`config.mk`:
```
export PLATFORM = sky130hd
export DESIGN_NAME = hmm_viterbi_decoder_core
export DESIGN_NICKNAME = d
export VERILOG_FILES = /design/src/sv/hvd_pkg.sv /design/src/sv/hvd_acu.sv /design/src/sv/hmm_viterbi_decoder_core.sv
export SDC_FILE = /design/constraint.sdc
export NUM_CORES = 2
export LEC_CHECK = 0
export BUFFER_PORTS_ARGS = -buffer_cell sky130_fd_sc_hd__clkbuf_2
export CAP_MARGIN = 10
export CORE_MARGIN = 2
export CORE_UTILIZATION = 40
export CTS_BUF_LIST = sky130_fd_sc_hd__clkbuf_8
export CTS_CLUSTER_DIAMETER = 80
export DETAILED_ROUTE_END_ITERATION = 10
export GPL_TIMING_DRIVEN = 0
export MAX_ROUTING_LAYER = met4
export PLACE_DENSITY = 0.5
export SYNTH_ARGS = -nofsm -noshare
export SYNTH_HDL_FRONTEND = slang
export SYNTH_MEMORY_MAX_BITS = 65536
export SYNTH_SLANG_ARGS = --single-unit
```
`constraint.sdc`:
```
create_clock -name clk -period 8.91 [get_ports clk]
set_clock_uncertainty 0.05 [all_clocks]
set_input_delay 0 -clock clk [delete_from_list [all_inputs] [get_ports clk]]
set_output_delay 0 -clock clk [all_outputs]
set_load 0.02 [all_outputs]
```
`src/sv/hvd_pkg.sv`:
```
// Types, codes and defaults shared by the Viterbi decoder modules.
package hvd_pkg;

	localparam int DEF_MAX_STATES  = 8;
	localparam int DEF_MAX_LEN     = 64;
	localparam int DEF_SCORE_WIDTH = 32;

	localparam logic [3:0] NUM_STATES_RST = 4'd8;

	localparam logic [1:0] MODE_TRANS = 2'd0;
	localparam logic [1:0] MODE_INIT  = 2'd1;
	localparam logic [1:0] MODE_EMIT  = 2'd2;

	typedef struct packed {
		logic [1:0]         mode;
		logic [2:0]         from_state;
		logic [2:0]         to_state;
		logic signed [31:0] value;
		logic               last_obs;
	} in_beat_t;

	typedef struct packed {
		logic [2:0]         path_state;
		logic [5:0]         time_index;
		logic signed [31:0] best_score;
		logic               overflow;
		logic               last;
	} out_beat_t;

	typedef enum logic [1:0] {
		ACU_IDLE,
		ACU_FIRST,
		ACU_CMP
	} acu_op_t;

	typedef enum logic [3:0] {
		ST_IDLE,
		ST_COL0,
		ST_ACS,
		ST_ACS_END,
		ST_ADDV,
		ST_CLOSE,
		ST_COPY,
		ST_COPY_END,
		ST_ARG,
		ST_ARG_END,
		ST_TB_START,
		ST_EMIT,
		ST_TB_WAIT
	} hvd_state_t;

endpackage

```
`src/sv/hvd_acu.sv`:
```
// Shared saturating add-compare-select unit with running best score and argmax.
module hvd_acu import hvd_pkg::*; #(
	parameter int SCORE_WIDTH = DEF_SCORE_WIDTH,
	parameter int MAX_STATES  = DEF_MAX_STATES,
	localparam int IW = $clog2(MAX_STATES)
) (
	input  logic                          clk,
	input  acu_op_t                       op,
	input  logic [IW-1:0]                 idx,
	input  logic signed [SCORE_WIDTH-1:0] a,
	input  logic signed [SCORE_WIDTH-1:0] b,
	output logic signed [SCORE_WIDTH-1:0] sum,
	output logic signed [SCORE_WIDTH-1:0] best,
	output logic [IW-1:0]                 arg
);

	localparam logic signed [SCORE_WIDTH-1:0] SMIN = {1'b1, {(SCORE_WIDTH-1){1'b0}}};
	localparam logic signed [SCORE_WIDTH-1:0] SMAX = ~SMIN;

	logic signed [SCORE_WIDTH:0]   wide;
	logic signed [SCORE_WIDTH-1:0] best_q;
	logic [IW-1:0]                 arg_q;

	// minus infinity absorbs, otherwise saturate
	always_comb begin
		wide = {a[SCORE_WIDTH-1], a} + {b[SCORE_WIDTH-1], b};
		if (a == SMIN || b == SMIN) begin
			sum = SMIN;
		end else if (wide[SCORE_WIDTH] != wide[SCORE_WIDTH-1]) begin
			sum = wide[SCORE_WIDTH] ? SMIN : SMAX;
		end else begin
			sum = wide[SCORE_WIDTH-1:0];
		end
	end

	// strict greater: first maximum wins
	always_ff @(posedge clk) begin
		case (op)
			ACU_FIRST: begin
				best_q <= sum;
				arg_q  <= idx;
			end
			ACU_CMP: begin
				if (sum > best_q) begin
					best_q <= sum;
					arg_q  <= idx;
				end
			end
			default: ;
		endcase
	end

	assign best = best_q;
	assign arg  = arg_q;

endmodule

```
`src/sv/hmm_viterbi_decoder_core.sv`:
```
// Top level of the log-domain Viterbi decoder: sequencer, tables and traceback store.
// Beat to next beat: a load beat never raises busy; column 0 emission runs COL0 then CLOSE;
// a later emission takes one predecessor per cycle through the shared add-compare unit, and a
// dropped overflow column goes straight to CLOSE. Closing a stored column copies all MAX_STATES
// scores; the final beat then runs argmax, then one result per traceback read. No stalls.
// Reset clears control, column count and overflow and sets num_states to 8; tables undefined.
module hmm_viterbi_decoder_core import hvd_pkg::*; #(
	parameter int MAX_STATES  = DEF_MAX_STATES,
	parameter int MAX_LEN     = DEF_MAX_LEN,
	parameter int SCORE_WIDTH = DEF_SCORE_WIDTH
) (
	input  logic       clk,
	input  logic       arst_n,
	input  logic       start,
	output logic       busy,
	input  in_beat_t   item,
	input  logic       cfg_wr_en,
	input  logic [3:0] cfg_wr_data,
	output logic       result_valid,
	output out_beat_t  result
);

	localparam int IW  = $clog2(MAX_STATES);
	localparam int TAW = $clog2(MAX_STATES * MAX_STATES);
	localparam int TBW = $clog2(MAX_LEN * MAX_STATES);
	localparam int CW  = $clog2(MAX_LEN + 1);
	localparam int WW  = ((SCORE_WIDTH > 32) ? SCORE_WIDTH : 32) + 1;

	localparam logic signed [SCORE_WIDTH-1:0] SMIN = {1'b1, {(SCORE_WIDTH-1){1'b0}}};
	localparam logic signed [SCORE_WIDTH-1:0] SMAX = ~SMIN;
	localparam logic signed [WW-1:0] SMAX_W = {{(WW-SCORE_WIDTH+1){1'b0}}, {(SCORE_WIDTH-1){1'b1}}};
	localparam logic signed [WW-1:0] SMIN_W = ~SMAX_W;
	localparam logic signed [WW-1:0] I32MAX_W = {{(WW-31){1'b0}}, {31{1'b1}}};
	localparam logic signed [WW-1:0] I32MIN_W = ~I32MAX_W;
	localparam logic signed [31:0] I32MIN = 32'sh8000_0000;

	function automatic logic signed [SCORE_WIDTH-1:0] from_in(input logic signed [31:0] v);
		logic signed [WW-1:0] vw;
		vw = WW'(v);
		if (v == I32MIN) begin
			return SMIN;
		end else if (vw > SMAX_W) begin
			return SMAX;
		end else if (vw < SMIN_W) begin
			return SMIN;
		end
		return SCORE_WIDTH'(vw);
	endfunction

	function automatic logic signed [31:0] to_out(input logic signed [SCORE_WIDTH-1:0] v);
		logic signed [WW-1:0] vw;
		vw = WW'(v);
		if (v == SMIN || vw < I32MIN_W) begin
			return I32MIN;
		end else if (vw > I32MAX_W) begin
			return 32'(I32MAX_W);
		end
		return 32'(vw);
	endfunction

	// storage
	logic signed [SCORE_WIDTH-1:0] trans_mem [MAX_STATES*MAX_STATES];
	logic signed [SCORE_WIDTH-1:0] init_mem  [MAX_STATES];
	logic signed [SCORE_WIDTH-1:0] prev_mem  [MAX_STATES];
	logic signed [SCORE_WIDTH-1:0] next_mem  [MAX_STATES];
	logic [IW-1:0]                 tb_mem    [MAX_LEN*MAX_STATES];

	logic signed [SCORE_WIDTH-1:0] trans_rd, init_rd, prev_rd, next_rd;
	logic [IW-1:0]                 tb_rd;

	hvd_state_t state_q, state_d;

	logic [3:0]                    num_states_q;
	logic [CW-1:0]                 cc_q;
	logic                          ovf_q;
	logic [IW-1:0]                 j_q;
	logic                          rd_vld_s1;
	logic [IW-1:0]                 rd_idx_s1;
	logic [IW-1:0]                 to_q;
	logic signed [SCORE_WIDTH-1:0] val_q;
	logic                          last_q;
	logic [IW-1:0]                 s_q;
	logic [CW-1:0]                 t_q;
	logic signed [31:0]            score_q;

	logic                          accept;
	logic [IW-1:0]                 ns_last;
	logic                          emit_ok;
	logic                          trans_we, init_we, next_we, prev_we, tb_we;
	logic [TAW-1:0]                trans_waddr, trans_raddr;
	logic [TBW-1:0]                tb_waddr, tb_raddr;
	acu_op_t                       acu_op;
	logic signed [SCORE_WIDTH-1:0] acu_a, acu_b, acu_sum, acu_best;
	logic [IW-1:0]                 acu_arg;

	assign busy   = (state_q != ST_IDLE);
	assign accept = start && !busy;

	always_comb begin
		if (num_states_q == 4'd0) begin
			ns_last = '0;
		end else if (int'(num_states_q) > MAX_STATES) begin
			ns_last = IW'(MAX_STATES - 1);
		end else begin
			ns_last = IW'(int'(num_states_q) - 1);
		end
	end

	assign emit_ok = (item.mode == MODE_EMIT) && (int'(item.to_state) <= int'(ns_last));

	assign trans_we = accept && (item.mode == MODE_TRANS) &&
		(int'(item.from_state) < MAX_STATES) && (int'(item.to_state) < MAX_STATES);
	assign init_we  = accept && (item.mode == MODE_INIT) && (int'(item.to_state) < MAX_STATES);

	assign trans_waddr = TAW'(int'(item.from_state) * MAX_STATES + int'(item.to_state));
	assign trans_raddr = TAW'(int'(j_q) * MAX_STATES + int'(to_q));
	assign tb_waddr    = TBW'(int'(cc_q) * MAX_STATES + int'(to_q));
	assign tb_raddr    = TBW'(int'(t_q) * MAX_STATES + int'(s_q));

	always_ff @(posedge clk) begin
		if (trans_we) begin
			trans_mem[trans_waddr] <= from_in(item.value);
		end
		trans_rd <= trans_mem[trans_raddr];
	end

	always_ff @(posedge clk) begin
		if (init_we) begin
			init_mem[IW'(item.to_state)] <= from_in(item.value);
		end
		init_rd <= init_mem[IW'(item.to_state)];
	end

	always_ff @(posedge clk) begin
		if (next_we) begin
			next_mem[to_q] <= acu_sum;
		end
		next_rd <= next_mem[j_q];
	end

	always_ff @(posedge clk) begin
		if (prev_we) begin
			prev_mem[rd_idx_s1] <= next_rd;
		end
		prev_rd <= prev_mem[j_q];
	end

	always_ff @(posedge clk) begin
		if (tb_we) begin
			tb_mem[tb_waddr] <= acu_arg;
		end
		tb_rd <= tb_mem[tb_raddr];
	end

	hvd_acu #(
		.SCORE_WIDTH(SCORE_WIDTH),
		.MAX_STATES (MAX_STATES)
	) u_acu (
		.clk (clk),
		.op  (acu_op),
		.idx (rd_idx_s1),
		.a   (acu_a),
		.b   (acu_b),
		.sum (acu_sum),
		.best(acu_best),
		.arg (acu_arg)
	);

	always_ff @(posedge clk or negedge arst_n) begin
		if (!arst_n) begin
			state_q <= ST_IDLE;
		end else begin
			state_q <= state_d;
		end
	end

	always_comb begin
		state_d = state_q;
		next_we = 1'b0;
		prev_we = 1'b0;
		tb_we   = 1'b0;
		acu_op  = ACU_IDLE;
		acu_a   = prev_rd;
		acu_b   = trans_rd;
		unique case (state_q)
			ST_IDLE: begin
				if (accept && emit_ok) begin
					if (cc_q == '0) begin
						state_d = ST_COL0;
					end else if (int'(cc_q) < MAX_LEN) begin
						state_d = ST_ACS;
					end else begin
						state_d = ST_CLOSE;
					end
				end
			end
			ST_COL0: begin
				acu_a   = init_rd;
				acu_b   = val_q;
				next_we = 1'b1;
				state_d = ST_CLOSE;
			end
			ST_ACS, ST_ACS_END: begin
				if (rd_vld_s1) begin
					acu_op = (rd_idx_s1 == '0) ? ACU_FIRST : ACU_CMP;
				end
				if (state_q == ST_ACS_END) begin
					state_d = ST_ADDV;
				end else if (j_q == ns_last) begin
					state_d = ST_ACS_END;
				end
			end
			ST_ADDV: begin
				acu_a   = acu_best;
				acu_b   = val_q;
				next_we = 1'b1;
				tb_we   = 1'b1;
				state_d = ST_CLOSE;
			end
			ST_CLOSE: begin
				if (to_q != ns_last) begin
					state_d = ST_IDLE;
				end else if (int'(cc_q) < MAX_LEN) begin
					state_d = ST_COPY;
				end else if (last_q) begin
					state_d = ST_ARG;
				end else begin
					state_d = ST_IDLE;
				end
			end
			ST_COPY, ST_COPY_END: begin
				prev_we = rd_vld_s1;
				if (state_q == ST_COPY_END) begin
					state_d = last_q ? ST_ARG : ST_IDLE;
				end else if (int'(j_q) == MAX_STATES - 1) begin
					state_d = ST_COPY_END;
				end
			end
			ST_ARG, ST_ARG_END: begin
				acu_b = '0;
				if (rd_vld_s1) begin
					acu_op = (rd_idx_s1 == '0) ? ACU_FIRST : ACU_CMP;
				end
				if (state_q == ST_ARG_END) begin
					state_d = ST_TB_START;
				end else if (j_q == ns_last) begin
					state_d = ST_ARG_END;
				end
			end
			ST_TB_START: begin
				state_d = ST_EMIT;
			end
			ST_EMIT: begin
				state_d = (t_q == '0) ? ST_IDLE : ST_TB_WAIT;
			end
			ST_TB_WAIT: begin
				state_d = ST_EMIT;
			end
			default: begin
				state_d = ST_IDLE;
			end
		endcase
	end

	// control registers
	always_ff @(posedge clk or negedge arst_n) begin
		if (!arst_n) begin
			num_states_q <= NUM_STATES_RST;
			cc_q         <= '0;
			ovf_q        <= 1'b0;
			j_q          <= '0;
			rd_vld_s1    <= 1'b0;
			t_q          <= '0;
		end else begin
			if (cfg_wr_en) begin
				num_states_q <= cfg_wr_data;
			end
			rd_vld_s1 <= (state_q == ST_ACS) || (state_q == ST_COPY) || (state_q == ST_ARG);
			if (state_q == ST_ACS || state_q == ST_COPY || state_q == ST_ARG) begin
				j_q <= j_q + 1'b1;
			end else begin
				j_q <= '0;
			end
			if (state_q == ST_CLOSE && to_q == ns_last && int'(cc_q) >= MAX_LEN) begin
				ovf_q <= 1'b1;
			end
			if (state_q == ST_COPY_END) begin
				cc_q <= cc_q + 1'b1;
			end
			if (state_q == ST_TB_START) begin
				t_q <= cc_q - 1'b1;
			end else if (state_q == ST_EMIT) begin
				if (t_q == '0) begin
					cc_q  <= '0;
					ovf_q <= 1'b0;
				end else begin
					t_q <= t_q - 1'b1;
				end
			end
		end
	end

	// payload registers
	always_ff @(posedge clk) begin
		rd_idx_s1 <= j_q;
		if (accept) begin
			to_q   <= IW'(item.to_state);
			val_q  <= from_in(item.value);
			last_q <= item.last_obs;
		end
		if (state_q == ST_TB_START) begin
			score_q <= to_out(acu_best);
			s_q     <= acu_arg;
		end else if (state_q == ST_TB_WAIT) begin
			s_q <= tb_rd;
		end
	end

	assign result_valid      = (state_q == ST_EMIT);
	assign result.path_state = 3'(s_q);
	assign result.time_index = 6'(t_q);
	assign result.best_score = score_q;
	assign result.overflow   = ovf_q;
	assign result.last       = (t_q == '0);

endmodule

```
==> metrics.md <==
| Metric | Value |
|---|---|
| Status | `finished, final reports clean` |
| CTS Buffer Depth | `4` |
| Ys async rst share | `0.585%` |
| M1 GR Usage | `35.2%` |
| Final WL | `605000 um` |
| Met2 usage | `43.0%` |
| Wire length per cell | `36.5 um` |
| Mapped Area | `0.180 sq mm` |
| Cells after Synth | `8783` |
| Max Fanout on Critical Path | `13` |
| Max_slew headroom | `3.66%` |
| Crit end category | `flop` |
| Slowest Stage Delay on Critical Path | `0.78 ns` |
| Setup TNS | `0 ns` |
| CTS Sinks | `4619` |
| Syn_nets | `8906` |
| Num CTS Buffers | `761` |
| Final #Nets | `10.1k` |
| Final setup viols | `0` |
| Die height | `676 um` |
| Largest net degree at the start of global routing | `74` |
| Overflow after GRT | `0` |
| Static Leak | `66.6 nW` |
| Post-synthesis register bit count | `4619` |
| Max-slew violations | `0` |
| Total GRT Usage | `27.1%` |
| Syn_area_per_cell | `20.5 sq um` |
| Antenna Violating Nets Remaining | `0` |
| Std-Cell Rows | `246` |
| RePlAce Congestion | `0.930` |
| Post-synth EDFFs | `4458` |
| Worst EP required | `9.84 ns` |
| Initial core utilization | `40.2%` |
| Number of H-tree levels | `6` |
| Global-route wire length before repair | `820000 um` |
| Arrival time worst endpoint | `9.44 ns` |
| Grt peak-use layer | `met2` |
| CTS tree | `yes` |
| Setup CP Type | `reg2reg` |
| Power per cell area | `334 mW/mm^2` |
| Via density | `5.86` |
| Share of post-route cells with drive strength above 1 | `27.2%` |
| Post-DP HPWL | `406000 um` |
| Clock root cell | `clkbuf_8` |
| Total power | `0.0702 W` |
| Number of global-route vias before repair | `97.6k` |
| Final Hold Slack | `0.0923 ns` |
| Die Area | `0.457 sq mm` |
| Yosys cell types | `85` |
| Fmax | `117 MHz` |
| Prevailing post-synth register cell | `edfxtp_1` |
| Register area share after synthesis | `76.0%` |
| Fin crit share | `95.6%` |
| DRC Markers | `0` |
| DR pass1 iterations | `8` |
| Crit-path slowest cell | `a21oi_1` |
| Worst Tran Pin Value | `1.45 ns` |
| Startpoint types | `flop` |
| Util after Layout | `46.8%` |
| Die Span X | `676 um` |
| Ys Warns | `0` |
| Buffers on Ports | `58` |
| RSZ-0062 raised after global routing | `false` |
| Initial antenna violation count | `47` |
| Most used cell, CP | `a21oi_1` |
| Number of max-cap violations | `0` |
| Final min period | `8.52 ns` |
| Core region area | `0.449 sq mm` |
| Peak supply drop | `0.696 mV` |
| IO Pins | `94` |
| Met3 usage | `4.80%` |
| Hold crit path type | `in2reg` |
| Final Hold Fails | `0` |
| Vias | `97.3k` |
| DR iter-0 viols | `12.6k` |
| Clock Latency Late Sink | `1.31 ns` |
| Worst-path clk slew | `0.06 ns` |
| Layout area overhead | `16.4%` |
==> synthesized netlist by cell type (11+ instances only) <==
cell type,number,area (sq um)
nand3b_1,38,285
xor2_1,19,166
mux2i_1,106,1060
buf_4,48,360
o221ai_1,19,166
and3_1,20,125
buf_2,77,385
nor4_1,23,144
mux2_2,66,743
o211ai_1,18,135
edfxtp_1,4458,134000
nand2_1,212,796
inv_1,61,229
o21ai_0,104,521
o22a_1,32,280
xnor2_1,28,245
dfxtp_1,134,2680
buf_1,55,206
a21o_1,22,165
mux4_2,1165,26200
nand3_1,54,270
clkbuf_1,389,1460
a22oi_1,152,1140
ha_1,73,913
nor3_1,46,230
a21oi_1,194,971
a31oi_1,11,68.8
dfrtp_1,26,651
nor3b_1,11,82.6
and2_1,21,131
nor2_1,661,2480
a221oi_1,33,289
nand2b_1,39,244
buf_6,20,225
o2111ai_1,22,193
nand4_1,55,344
o22ai_1,108,676
nor2b_1,23,144
o21ai_1,29,145
==> worst max-delay path, delay by kind of cell, from the launching register on <==
family	cells	cell delay [ns]
AO/OA/AOI/OAI	13	3.33
buffers and inverters	8	2.90
adder cells (fa/ha/maj)	2	0.77
AND/OR/NAND/NOR	3	0.51
flip-flops	1	0.47
XOR/XNOR	1	0.18
==> power by group <==
group	internal, W	switching, W
registers	0.0289	0.000878
clock network	0.00885	0.00870
logic	0.00696	0.0159
total	0.0447	0.0255
==> registers in the layout, summed over array words and instances (netlist names), 4 cells and up <==
register	count
t_q	7
trans_mem	2048
num_states_q	4
init_rd	32
next_rd	32
tb_mem	1536
trans_rd	32
prev_rd	32
u_acu.best	32
val_q	32
cc_q	7
score_q	32
prev_mem	256
state_q	4
next_mem	256
init_mem	256
==> kinds of logic after synthesis <==
logic type	share of synthesized area [%]
DFF	76.0
muxes	15.6
and+or+nand+nor	3.07
AOI/OAI and AO/OA	2.91
buffers and inverters	1.67
adders and majority gates	0.528
xor gates and xnor gates	0.228
==> layer usage <==
metal / vias up / share of wire [%]
li1: 39000 / -
met3: 1091 / 7.7
met2: 4885 / 49
met5: - / 0
met1: 52300 / 40
met4: 0 / 4.1
==> per-stage QoR <==
step                setup WS, ns  cells  area [sq um]
floorplan                   1.25   8783        180000
finish                     0.393  16600        210000
global route              0.0175  16600        210000
CTS                       0.0768  16500        210000
global placement           -5.48  14800        188000
detailed placement        0.0853  15000        194000
==> area by class of cell <==
type,count,area [sq um]
fillers,37700,239000
repair buffers,432,7110
diodes,31,77.6
clock inverters,577,2880
flip-flops and latches,4619,137000
inverters,69,259
clock buffers,816,11200
plain buffers,597,2950
well taps,5952,7450
multi-input cells,3498,40900
==> final timing paths <==
path | from | endpoint | slack [ns] | depth (start not counted)
min in group asynchronous | arst_n | t_q[0]$_DFFE_PN0P_ | 0.45 | 5
max in group asynchronous | arst_n | num_states_q[3]$_DFFE_PN1P_ | 7.94 | 5
hold / removal | item[1] | init_mem[4][0]$_DFFE_PP_ | 0.09 | 2
setup / recovery | state_q[2]$_DFFE_PN0P_ | u_acu.best[1]$_DFFE_PP_ | 0.39 | 27
setup reg to reg | state_q[2]$_DFFE_PN0P_ | u_acu.best[1]$_DFFE_PP_ | 0.39 | 27
hold reg to reg | j_q[2]$_DFF_PN0_ | rd_idx_s1[2]$_DFF_P_ | 0.36 | 0
==> placed cells by master, fill, tap and decap left out, drive strengths merged, types with 24 or more instances in the layout <==
master / Yosys / layout
a21oi: 194 / 194
diode: 0 / 31
dlygate4sd3: 0 / 99
dfxtp: 134 / 134
nand2b: 39 / 39
o22ai: 109 / 109
nand3b: 38 / 38
mux2: 68 / 68
buf: 208 / 482
dfrtp: 26 / 26
nor4: 24 / 24
nand2: 212 / 212
mux2i: 106 / 106
nand4: 55 / 55
xnor2: 28 / 28
inv: 66 / 359
a22oi: 152 / 152
clkinv: 3 / 256
mux4: 1165 / 1165
o21ai: 134 / 134
a221oi: 35 / 35
nand3: 54 / 54
nor2: 662 / 662
o22a: 32 / 32
clkbuf: 389 / 1264
nor3: 47 / 47
edfxtp: 4458 / 4458
ha: 73 / 73
==> what timing repair did <==
item,4_1_cts,5_1_grt
endpoints found under the hold margin,3196,0
hold buffers,115,0
endpoints found under the setup margin,0,35
resized for setup,0,5
buffers inserted,0,4
No activity file was read; power rests on OpenSTA's default activity.
